File: config.mk
export PLATFORM = sky130hd
export DESIGN_NAME = lru_key_value_cache_unit
export DESIGN_NICKNAME = d
export VERILOG_FILES = /design/src/lkvc_pkg.sv /design/src/lkvc_lookup.sv /design/src/lkvc_store.sv /design/src/lru_key_value_cache_unit.sv
export VERILOG_INCLUDE_DIRS = /design/src /design/src/src
export SDC_FILE = /design/constraint.sdc
export NUM_CORES = 2
export LEC_CHECK = 0
export BUFFER_PORTS_ARGS = -buffer_cell sky130_fd_sc_hd__clkbuf_2
export CAP_MARGIN = 20
export CORE_MARGIN = 2
export CORE_UTILIZATION = 40
export CTS_CLUSTER_DIAMETER = 30
export DETAILED_ROUTE_END_ITERATION = 12
export SKIP_CTS_REPAIR_TIMING = 1
export SYNTH_ARGS = -nofsm -noshare
export SYNTH_HDL_FRONTEND = slang
export SYNTH_HIERARCHICAL = 1
export SYNTH_SLANG_ARGS = --single-unit
File: constraint.sdc
create_clock -name i_clk -period 5.7 [get_ports i_clk]
set_input_delay 0.285 -clock i_clk [delete_from_list [all_inputs] [get_ports i_clk]]
set_output_delay 0.285 -clock i_clk [all_outputs]
set_load 0.01 [all_outputs]
File: src/assert_macros.svh
// Assertion macros shared by the RTL files.
`ifndef ASSERT_MACROS_SVH
`define ASSERT_MACROS_SVH
`ifndef SYNTHESIS
// Property checked at every rising clock edge outside reset.
`define ASSERT_ON(lbl, clk, rst_n, prop, msg) \
    lbl: assert property (@(posedge clk) disable iff (!rst_n) prop) else $error(msg);
// Precondition in one cycle implies the postcondition in the next.
`define ASSERT_NEXT(lbl, clk, rst_n, pre, post, msg) \
    lbl: assert property (@(posedge clk) disable iff (!rst_n) (pre) |=> (post)) else $error(msg);
`else
`define ASSERT_ON(lbl, clk, rst_n, prop, msg)
`define ASSERT_NEXT(lbl, clk, rst_n, pre, post, msg)
`endif
`endif

File: src/lkvc_pkg.sv
// Shared types and constants of the LRU key/value cache.
package lkvc_pkg;

    localparam int CAP_W  = 5;
    localparam int DATA_W = 32;

    localparam logic [CAP_W-1:0] CAP_RESET = 5'd16;

    localparam logic FUNC_GET = 1'b0;
    localparam logic FUNC_PUT = 1'b1;

    localparam logic signed [DATA_W-1:0] MISS_VALUE = -32'sd1;
    localparam logic signed [DATA_W-1:0] PUT_VALUE  = 32'sd0;

    typedef struct packed {
        logic                     func;
        logic signed [DATA_W-1:0] key;
        logic signed [DATA_W-1:0] value;
    } t_req;

    typedef struct packed {
        logic                     hit;
        logic signed [DATA_W-1:0] read_value;
        logic                     evicted;
    } t_result;

endpackage

File: src/lkvc_lookup.sv
// Parallel key match, LRU slot search and first free slot search.
module lkvc_lookup #(
    parameter int N  = 16,
    parameter int IW = (N > 1) ? $clog2(N) : 1,
    parameter int CW = $clog2(N + 1)
) (
    input  logic [lkvc_pkg::DATA_W-1:0] i_keys [N],
    input  logic [N-1:0]                i_valid,
    input  logic [IW-1:0]               i_ranks [N],
    input  logic [CW-1:0]               i_count,
    input  logic [lkvc_pkg::DATA_W-1:0] i_key,
    output logic                        o_hit,
    output logic [IW-1:0]               o_hit_idx,
    output logic [IW-1:0]               o_lru_idx,
    output logic                        o_free_vld,
    output logic [IW-1:0]               o_free_idx
);

    logic [N-1:0]  match_oh;
    logic [N-1:0]  lru_oh;
    logic [N-1:0]  free_oh;
    logic [N-1:0]  invalid;
    logic [CW-1:0] last_rank;

    // valid entries hold distinct ranks 0..count-1, so the LRU one has rank count-1
    assign last_rank = i_count - CW'(1);
    assign invalid   = ~i_valid;
    assign free_oh   = invalid & (~invalid + N'(1));

    always_comb begin
        for (int i = 0; i < N; i++) begin
            match_oh[i] = i_valid[i] && (i_keys[i] == i_key);
            lru_oh[i]   = i_valid[i] && (i_ranks[i] == last_rank[IW-1:0]);
        end
    end

    // keys are unique among valid entries and ranks are distinct: each vector has at most one bit set
    always_comb begin
        o_hit_idx  = '0;
        o_lru_idx  = '0;
        o_free_idx = '0;
        for (int i = 0; i < N; i++) begin
            if (match_oh[i]) o_hit_idx  = o_hit_idx | IW'(i);
            if (lru_oh[i])   o_lru_idx  = o_lru_idx | IW'(i);
            if (free_oh[i])  o_free_idx = o_free_idx | IW'(i);
        end
    end

    assign o_hit      = |match_oh;
    assign o_free_vld = |invalid;

endmodule

File: src/lkvc_store.sv
// Entry storage, recency ranks and the registered get/put update.
module lkvc_store #(
    parameter int N = 16
) (
    input  logic                       i_clk,
    input  logic                       i_rst_n,
    input  logic                       i_vld,
    input  lkvc_pkg::t_req             i_req,
    input  logic [lkvc_pkg::CAP_W-1:0] i_cap,
    output lkvc_pkg::t_result          o_res
);

    localparam int IW = (N > 1) ? $clog2(N) : 1;
    localparam int CW = $clog2(N + 1);
    localparam int EW = (CW > lkvc_pkg::CAP_W) ? CW : lkvc_pkg::CAP_W;

    logic [lkvc_pkg::DATA_W-1:0] r_keys  [N];
    logic [lkvc_pkg::DATA_W-1:0] r_vals  [N];
    logic [IW-1:0]               r_ranks [N];
    logic [IW-1:0]               n_ranks [N];
    logic [N-1:0]                r_valid;
    logic [N-1:0]                n_valid;
    logic [CW-1:0]               r_count;
    logic [CW-1:0]               n_count;

    logic          hit;
    logic [IW-1:0] hit_idx;
    logic [IW-1:0] lru_idx;
    logic          free_vld;
    logic [IW-1:0] free_idx;

    logic [EW-1:0] cap_ext;
    logic [EW-1:0] eff_cap;
    logic          room;
    logic          is_put;
    logic          do_insert;
    logic          do_evict;
    logic          touch;
    logic [IW-1:0] sel_idx;
    logic [IW-1:0] tgt_idx;
    logic [IW-1:0] thr;

    lkvc_lookup #(
        .N (N)
    ) u_lookup (
        .i_keys     (r_keys),
        .i_valid    (r_valid),
        .i_ranks    (r_ranks),
        .i_count    (r_count),
        .i_key      (i_req.key),
        .o_hit      (hit),
        .o_hit_idx  (hit_idx),
        .o_lru_idx  (lru_idx),
        .o_free_vld (free_vld),
        .o_free_idx (free_idx)
    );

    // zero capacity acts as one, capacity above the store saturates
    always_comb begin
        cap_ext = EW'(i_cap);
        if (cap_ext == '0) begin
            eff_cap = EW'(1);
        end else if (cap_ext > EW'(N)) begin
            eff_cap = EW'(N);
        end else begin
            eff_cap = cap_ext;
        end
    end

    assign room      = EW'(r_count) < eff_cap;
    assign is_put    = (i_req.func == lkvc_pkg::FUNC_PUT);
    assign do_insert = i_vld && is_put && !hit && room && free_vld;
    assign do_evict  = i_vld && is_put && !hit && !do_insert;
    assign touch     = i_vld && (hit || is_put);
    assign sel_idx   = hit ? hit_idx : lru_idx;
    assign tgt_idx   = do_insert ? free_idx : sel_idx;
    assign thr       = r_ranks[sel_idx];

    // touched slot goes to rank 0; an insert ages every other valid entry, otherwise only the more recent
    always_comb begin
        n_valid = r_valid;
        n_count = r_count;
        for (int i = 0; i < N; i++) begin
            n_ranks[i] = r_ranks[i];
            if (touch) begin
                if (IW'(i) == tgt_idx) begin
                    n_ranks[i] = '0;
                end else if (r_valid[i] && (do_insert || (r_ranks[i] < thr))) begin
                    n_ranks[i] = r_ranks[i] + IW'(1);
                end
            end
        end
        if (do_insert) begin
            n_valid[free_idx] = 1'b1;
            n_count           = r_count + CW'(1);
        end
    end

    always_comb begin
        o_res.hit     = hit;
        o_res.evicted = do_evict;
        if (is_put) begin
            o_res.read_value = lkvc_pkg::PUT_VALUE;
        end else if (hit) begin
            o_res.read_value = r_vals[hit_idx];
        end else begin
            o_res.read_value = lkvc_pkg::MISS_VALUE;
        end
    end

    always_ff @(posedge i_clk) begin
        if (!i_rst_n) begin
            r_valid <= '0;
            r_count <= '0;
            for (int i = 0; i < N; i++) begin
                r_ranks[i] <= '0;
            end
        end else begin
            r_valid <= n_valid;
            r_count <= n_count;
            r_ranks <= n_ranks;
        end
    end

    always_ff @(posedge i_clk) begin
        if (do_insert || do_evict) begin
            r_keys[tgt_idx] <= i_req.key;
        end
        if (i_vld && is_put) begin
            r_vals[tgt_idx] <= i_req.value;
        end
    end

endmodule

File: src/lru_key_value_cache_unit.sv
// Top level of the LRU key/value cache: request, result and capacity registers.
//
//  Channel   Handshake                 Payload
//  request   i_start / o_busy          i_func, i_lookup_key, i_store_value
//  result    o_done (strobe)           o_hit, o_read_value, o_evicted
//  config    i_cfg_valid / o_cfg_ready i_cfg_data (capacity_in_use)
//
//  One request per cycle; its result strobes once the start transfer has passed
//  the input register, the parallel key match and rank update over all entries,
//  and the result register.
//  Synchronous reset invalidates all entries, clears the count and sets the capacity to 16.
//  o_busy stays low; the receiver takes every result in its strobe cycle.
//  Capacity writes are held off while a request sits in the input register.
`include "assert_macros.svh"

module lru_key_value_cache_unit #(
    parameter int MAX_ENTRIES = 16
) (
    input  logic                              i_clk,
    input  logic                              i_rst_n,
    input  logic                              i_start,
    output logic                              o_busy,
    input  logic                              i_func,
    input  logic signed [lkvc_pkg::DATA_W-1:0] i_lookup_key,
    input  logic signed [lkvc_pkg::DATA_W-1:0] i_store_value,
    output logic                              o_done,
    output logic                              o_hit,
    output logic signed [lkvc_pkg::DATA_W-1:0] o_read_value,
    output logic                              o_evicted,
    input  logic                              i_cfg_valid,
    output logic                              o_cfg_ready,
    input  logic [lkvc_pkg::CAP_W-1:0]        i_cfg_data
);

    logic                       r_in_vld;
    lkvc_pkg::t_req             r_req;
    logic                       r_out_vld;
    lkvc_pkg::t_result          r_res;
    lkvc_pkg::t_result          res;
    logic [lkvc_pkg::CAP_W-1:0] r_cap;
    logic                       accept;

    assign o_busy      = 1'b0;
    assign o_cfg_ready = !r_in_vld;
    assign accept      = i_start && !o_busy;

    lkvc_store #(
        .N (MAX_ENTRIES)
    ) u_store (
        .i_clk   (i_clk),
        .i_rst_n (i_rst_n),
        .i_vld   (r_in_vld),
        .i_req   (r_req),
        .i_cap   (r_cap),
        .o_res   (res)
    );

    always_ff @(posedge i_clk) begin
        if (!i_rst_n) begin
            r_in_vld  <= 1'b0;
            r_out_vld <= 1'b0;
            r_cap     <= lkvc_pkg::CAP_RESET;
        end else begin
            r_in_vld  <= accept;
            r_out_vld <= r_in_vld;
            if (i_cfg_valid && o_cfg_ready) begin
                r_cap <= i_cfg_data;
            end
        end
    end

    always_ff @(posedge i_clk) begin
        if (accept) begin
            r_req.func  <= i_func;
            r_req.key   <= i_lookup_key;
            r_req.value <= i_store_value;
        end
        if (r_in_vld) begin
            r_res <= res;
        end
    end

    assign o_done       = r_out_vld;
    assign o_hit        = r_out_vld && r_res.hit;
    assign o_read_value = r_res.read_value;
    assign o_evicted    = r_out_vld && r_res.evicted;

    `ASSERT_NEXT(a_req_moves_on, i_clk, i_rst_n, accept, r_in_vld, "accepted request not staged")
    `ASSERT_ON(a_evict_on_miss, i_clk, i_rst_n, o_evicted |-> (o_done && !o_hit), "eviction on hit")
    `ASSERT_ON(a_miss_value, i_clk, i_rst_n, (o_done && !o_hit && (o_read_value != lkvc_pkg::PUT_VALUE)) |-> (o_read_value == lkvc_pkg::MISS_VALUE), "bad miss value")

endmodule
# After elaboration in Yosys (flattened, before gate mapping)

Memory sizes are Yosys's and may differ from the RTL's.
Index checks and enable logic that the tools add are counted.

Memories kept: 1
Register bits: 703
Logic and storage cells: 345
Memory bits (writable): 512
Input port bits: 74
Output and inout bits: 37

Add/sub/neg operators: 19
Magnitude comparators: 23
Bitwise logic cells: 6
Muxes and demuxes: 92
Reductions and logical operators: 115
Equal/unequal tests: 46

Memories:

| name           | depth | bits a word | read ports | clocked after memory_dff | write ports | line             | text |
|---|---|---|---|---|---|---|---|
| u_store.r_vals | 16    | 32          | 1          | 0                        | 1           | lkvc_store.sv:18 | `logic [lkvc_pkg::DATA_W-1:0] r_vals [N];` |

Operators with widths:

| cell                    | number |
|---|---|
| $bwmux W512             | 1 |
| $eq A32 B32 Y1          | 16 |
| $mux W4                 | 60 |
| $demux W32 S4           | 1 |
| $add A4 B1 Y4 const B   | 16 |
| $lt A4 B4 Y1            | 16 |
| $mux W32                | 2 |
| $eq A4 B4 Y1            | 15 |
| $logic_and A1 B1 Y1     | 58 |
| $mux W3                 | 12 |
| $eq A4 B4 Y1 const A    | 8 |
| $not A16 Y16            | 2 |
| $reduce_and A2 Y1       | 16 |
| $reduce_bool A2 Y1      | 16 |
| $reduce_or A16 Y1       | 2 |
| $logic_or A1 B1 Y1      | 18 |
| $add A16 B1 Y16 const B | 1 |
| $and A16 B16 Y16        | 1 |
| $bmux W4 S4             | 1 |
| $eq A3 B4 Y1 const A    | 4 |
| $or A16 B16 Y16         | 1 |
| $mux W2                 | 6 |
| $ge A5 B5 Y1 const B    | 2 |
| $mux W5                 | 2 |
| 15 further kinds        | 24 |

# Depth between registers and ports, before layout

Depth in word-level cells: 28
Gate-level depth with buffers: 26
Depth with buffers taken out: 21

# Hierarchy

The synthesis kept the hierarchy.

Modules (own cells, without submodules):

| module                   | instances | sequential area each (um2) | cells an instance | area each (um2) |
|---|---|---|---|---|
| lkvc_store               | 1         | 32451.1                    | 2266              | 42822.3 |
| lkvc_lookup              | 1         | 0.0                        | 921               | 7268.2 |
| lru_key_value_cache_unit | 1         | 3113.0                     | 163               | 3513.4 |

# Least setup slack after synthesis

No wires, ideal clock.

Path type: register -> register
From: register u_store.r_count[0]
To: register u_store/r_ranks[2] in the netlist's numbering
Period minus slack after synthesis: 5539 ps
Stages on the path, launching flop included: 24
Setup time: 134 ps
Path slack: 161 ps
Required time: 5566 ps
Data arrival time: 5405 ps
Path buffers: 5
Path through: dfxtp_1 -> buf_2 -> buf_2 -> inv_1 -> ha_1 -> xor2_1 -> buf_2 -> xor2_1 -> nor3_1 -> a31oi_1 -> nand3_1 -> mux2i_1 -> buf_2 -> buf_2 -> o21ai_0 -> mux4_2 -> a21o_1 -> ha_1 -> o211a_1 -> o21ai_0 -> nand2_1 -> a21boi_1 -> a311o_1 -> o211ai_1

Elaborated cells on any way between the ends: 62
Those cells by class: add/sub: 1; order compare: 2; eq/ne: 16; mux: 21; bitwise: 1; reduce/logical: 21

RTL lines:

| what                                       | line              | text |
|---|---|---|
| start, declared                            | lkvc_store.sv:23  | `logic [CW-1:0] r_count;` |
| start signal, assigned                     | lkvc_store.sv:120 | `r_count <= n_count;` |
| $sub A4 B1 Y4 *                            | lkvc_lookup.sv:26 | `assign last_rank = i_count - CW'(1);` |
| $eq A4 B4 Y1                               | lkvc_lookup.sv:33 | `lru_oh[i] = i_valid[i] && (i_ranks[i] == last_rank[IW-1:0]);` |
| $logic_and A1 B1 Y1                        | lkvc_lookup.sv:33 |  |
| $mux W2 (2 in a row)                       | lkvc_lookup.sv:44 | `if (lru_oh[i]) o_lru_idx = o_lru_idx \| IW'(i);` |
| $mux W3 (4 in a row)                       | lkvc_lookup.sv:44 |  |
| $mux W4 (7 in a row)                       | lkvc_lookup.sv:44 |  |
| $mux W4 *                                  | lkvc_lookup.sv:44 |  |
| net u_store.lru_idx[1]                     | lkvc_store.sv:28  | `logic [IW-1:0] lru_idx;` |
| $mux W4 *                                  | lkvc_store.sv:75  | `assign sel_idx = hit ? hit_idx : lru_idx;` |
| $not A4 Y5 (not written as such)           | lkvc_store.sv:77  | `assign thr = r_ranks[sel_idx];` |
| $bmux W4 S4                                | lkvc_store.sv:77  |  |
| $mux W4 (not written as such) (2 in a row) | lkvc_store.sv:77  |  |
| $lt A4 B4 Y1                               | lkvc_store.sv:88  | `end else if (r_valid[i] && (do_insert \|\| (r_ranks[i] < thr))) begin` |
| $logic_or A1 B1 Y1                         | lkvc_store.sv:88  |  |
| $logic_and A1 B1 Y1                        | lkvc_store.sv:88  |  |
| $reduce_bool A2 Y1 (no source line)        | -                 |  |
| $reduce_and A2 Y1 (no source line)         | -                 |  |
| end signal, assigned                       | lkvc_store.sv:121 | `r_ranks <= n_ranks;` |
| end, declared                              | lkvc_store.sv:19  | `logic [IW-1:0] r_ranks [N];` |

The timed path passes the listed nets; every way through them passes the cells marked *. The select of a mux whose other input is x is not followed.
A chain may end at the register's enable or synchronous reset.

==> flow_summary.toml <==
[placed_design]
portBuffers = 109
placed_cells = 5314
gp_congestion = 0.904
hpwl_mm = 86.7

[timing]
setup_tns_ns = 0
fmax_ghz = 0.178
timing.final.crit_share_pct = 98.8
finalCriticalPeriod_ns = 5.63
finalHoldViolCount = 0
skew_ns = 0.0414
worst_pin_slew_ns = 1.26
report.final.slew_viol_count = 0
slew_headroom_pct = 16.1
setup_violations = 0

[global_routing]
antenna_found_initial = 5
grt_overflow_total = 0
grt_max_degree = 107
grt_util_all_layers_pct = 20.5
grt_pass1_vias = 31400
grt_pass1_wl_mm = 208

[min_path]
worstHoldPathType = "in2reg"
hold_depth = 3

[cts]
clkLatencyLatePin_ns = 0.82
numCtsBuffers = 220
clock_sinks = 1215
clkTransAtPathRegs_ns = 0.05
cts_tree = "yes"
h-tree-depth = 4
cts_buffer_depth = 3
root_buffer = "clkbuf_16"

[flow_run]
maxCapViolCount = 0

[power]
power_density_mw_per_mm2 = 366
p_leak_uw = 0.0232
power.total_uw = 24900
switching_share_pct = 22.3
clockPowerShare_pct = 54.4
irDropWorstVdd_uv = 305
sequentialPowerShare_pct = 40.4
p_switching_uw = 5550
p_int_uw = 19300
pwr-share-comb_pct = 5.1

[detailed_routing]
wl_per_cell_microns = 24.8
vias = 32200
drt_iter0_drc = 3053
postRouteAntennaNets = 0
drt_wl_total_mm = 145
routed_via_density = 5.49
drt_pass1_iterations = 5
post-route-drc-count = 0

[yosys]
synth-simple-area-share_pct = 6.77
synth_nets = 3494
synth_top_family_by_area = "XOR/XNOR gates"
synth_compound_area_share_pct = 5.52
synth_xor_xnor_area_share_pct = 9.36
synth_edf_count = 1123
ys_async_sr_fraction_pct = 0
syn-cell-area_sq_mm = 0.0536
synth-main-ff-cell = "edfxtp_1"
synthAdderAreaFrac_pct = 1.63
yosys_register_bits = 1215
muxShareOfSynthArea_pct = 7.33
synthDistinctLibCells = 88
synthCells = 3350
yosys_warnings = 6
avgSynthCellArea_sq_um = 16.0
ys_seq_area_share_pct = 66.3

[final_layout]
finish.utilization_pct = 51.0
layout.nets = 4038
syn2layout_area_growth_pct = 26.7
post_layout_nonfiller_instances = 5854
antennaDiodeCount = 0
final_layout_size_suffix_gt1_share_pct = 28.3

[worst_setup_path]
worstPathMaxFanout = 7
ff2ff_setup_slack_ns = 0.07
required_ns = 6.39
r2r_cells = 22
worstSetupPathType = "reg2reg"
cp-end-kind = "register"
critPathArrivalTime_ns = 6.32
worstSetupStartpointType = "register"

[floorplan]
io_pins = 111
dieArea_sq_mm = 0.137
die_w_microns = 370
die_h_microns = 370
start_util_pct = 40.2
core_area_sq_mm = 0.133
rows = 134

[outcome]
outcome = "complete, no violations"
==> power groups by stage <==
| stage | Clock, uW | Sequential (uW) | Combinational [uW] |
|---|---|---|---|
| final | 13500 | 10100 | 1280 |
| after global routing | 14100 | 10100 | 1360 |
| after CTS | 13700 | 10100 | 1140 |
| after detailed placement | 0 | 10200 | 1130 |
| after global placement | 0 | 10200 | 1120 |
| after floorplan | 0 | 10200 | 679 |
==> cell families after synthesis <==
kind of cell | after synthesis
AOI/OAI and AO/OA | 370
and+or+nand+nor | 661
buffers and inverters | 278
other | 1
DFF | 1215
xor gates and xnor gates | 572
muxes | 183
adders and majority gates | 70
==> critical path: stages, from the launching register on <==
cell and delay, ns:
edfxtp_1 0.41, buf_4 0.18, xor2_1 0.20, nor4_1 0.38, nand4_1 0.30, or4_4 0.59, and4_1 0.20, nand4b_1 0.25
buf_12 0.17, mux2i_4 0.26, buf_12 0.16, buf_12 0.12, o21ai_1 0.07, mux4_2 0.49, a21o_4 0.27, buf_4 0.16
ha_1 0.26, o211ai_1 0.20, buf_4 0.14, inv_1 0.04, and4_1 0.24, o311ai_1 0.30, o211ai_1 0.13
==> per-stage QoR <==
stage,area [sq um],hold WS (ns),setup slack (ns)
floorplan,53600,0.384,0.161
global placement,58500,0.462,-0.222
detailed placement,58500,0.464,-0.248
CTS,66300,-0.414,-0.285
global route,67900,0.00381,-0.0536
finish,67900,0.0269,0.0694
==> state kept, by name (all words and copies together) (netlist names) <==
signal / count
o_read_value: 32
r_res: 2
r_cap: 5
u_store/r_vals: 512
r_in_vld: 1
u_store/r_valid: 16
u_store/r_ranks: 64
u_store/r_keys: 512
o_done: 1
u_store/r_count: 5
r_req: 65
==> final cells by class <==
class / instances / area [sq um]
Clock inverter: 172 / 2140
Multi-Input combinational cell: 1857 / 17000
Timing Repair Buffer: 528 / 5060
Inverter: 72 / 270
Fill cell: 10900 / 65400
Tap cell: 1768 / 2210
Sequential cell: 1215 / 35600
Clock buffer: 242 / 5670
==> Yosys cell counts (all sizes together), types with 15 or more instances <==
cell type / count / share of area, %
buf: 146 / 2.1
dfxtp: 92 / 3.4
a21oi: 88 / 0.95
and2: 15 / 0.18
ha: 70 / 1.6
inv: 72 / 0.50
a21o: 18 / 0.25
a2111oi: 19 / 0.55
xnor2: 167 / 2.7
nor2: 122 / 0.85
nand3: 68 / 0.63
xor2: 405 / 6.6
nor4: 92 / 1.1
nand2: 123 / 0.86
edfxtp: 1123 / 63
a21boi: 18 / 0.32
o211ai: 47 / 0.66
o21ai: 24 / 0.22
a211oi: 23 / 0.33
mux2i: 15 / 0.29
a31oi: 16 / 0.19
nand4: 126 / 1.8
clkbuf: 60 / 0.42
nor3: 51 / 0.49
a211o: 36 / 0.59
mux4: 167 / 7.0
==> layout by cell type (no fill, tap or decap), types with 18 or more instances in the layout <==
cell type / count
edfxtp_1: 1123
xor2_1: 404
buf_4: 250
clkbuf_16: 228
mux4_2: 166
xnor2_1: 166
nand2_1: 122
nand4_1: 114
clkbuf_2: 108
dfxtp_1: 91
nor2_1: 90
buf_12: 86
a21oi_1: 77
inv_1: 71
dlygate4sd3_1: 71
ha_1: 69
nand3_1: 67
nor4_1: 60
nor3_1: 48
o211ai_1: 47
bufinv_16: 37
a211o_1: 36
clkinv_2: 30
nor4_2: 29
inv_6: 25
clkinvlp_4: 23
clkinv_4: 22
clkinv_1: 22
a211oi_1: 19
o21ai_0: 18
==> worst paths after layout <==
kind	startpoint	endpoint
hold / removal	i_cfg_valid	r_cap[0]$_SDFFE_PN0P_
setup / recovery	r_req[61]$_DFFE_PP_	u_store/r_ranks[6]$_SDFFE_PN0P_
hold reg to reg	r_cap[1]$_SDFFE_PN0P_	r_cap[1]$_SDFFE_PN0P_
setup reg to reg	r_req[61]$_DFFE_PP_	u_store/r_ranks[6]$_SDFFE_PN0P_
==> routing by layer <==
| metal | routed length (microns) | share of wire, % | track usage [%] |
|---|---|---|---|
| met5 | 22 | 0.015 | 0 |
| met4 | 4250 | 2.9 | 7.15 |
| met3 | 10000 | 6.9 | 4.36 |
| met2 | 67600 | 47 | 31.6 |
| met1 | 63300 | 44 | 28.8 |
Power figures use the tool's default switching activity.
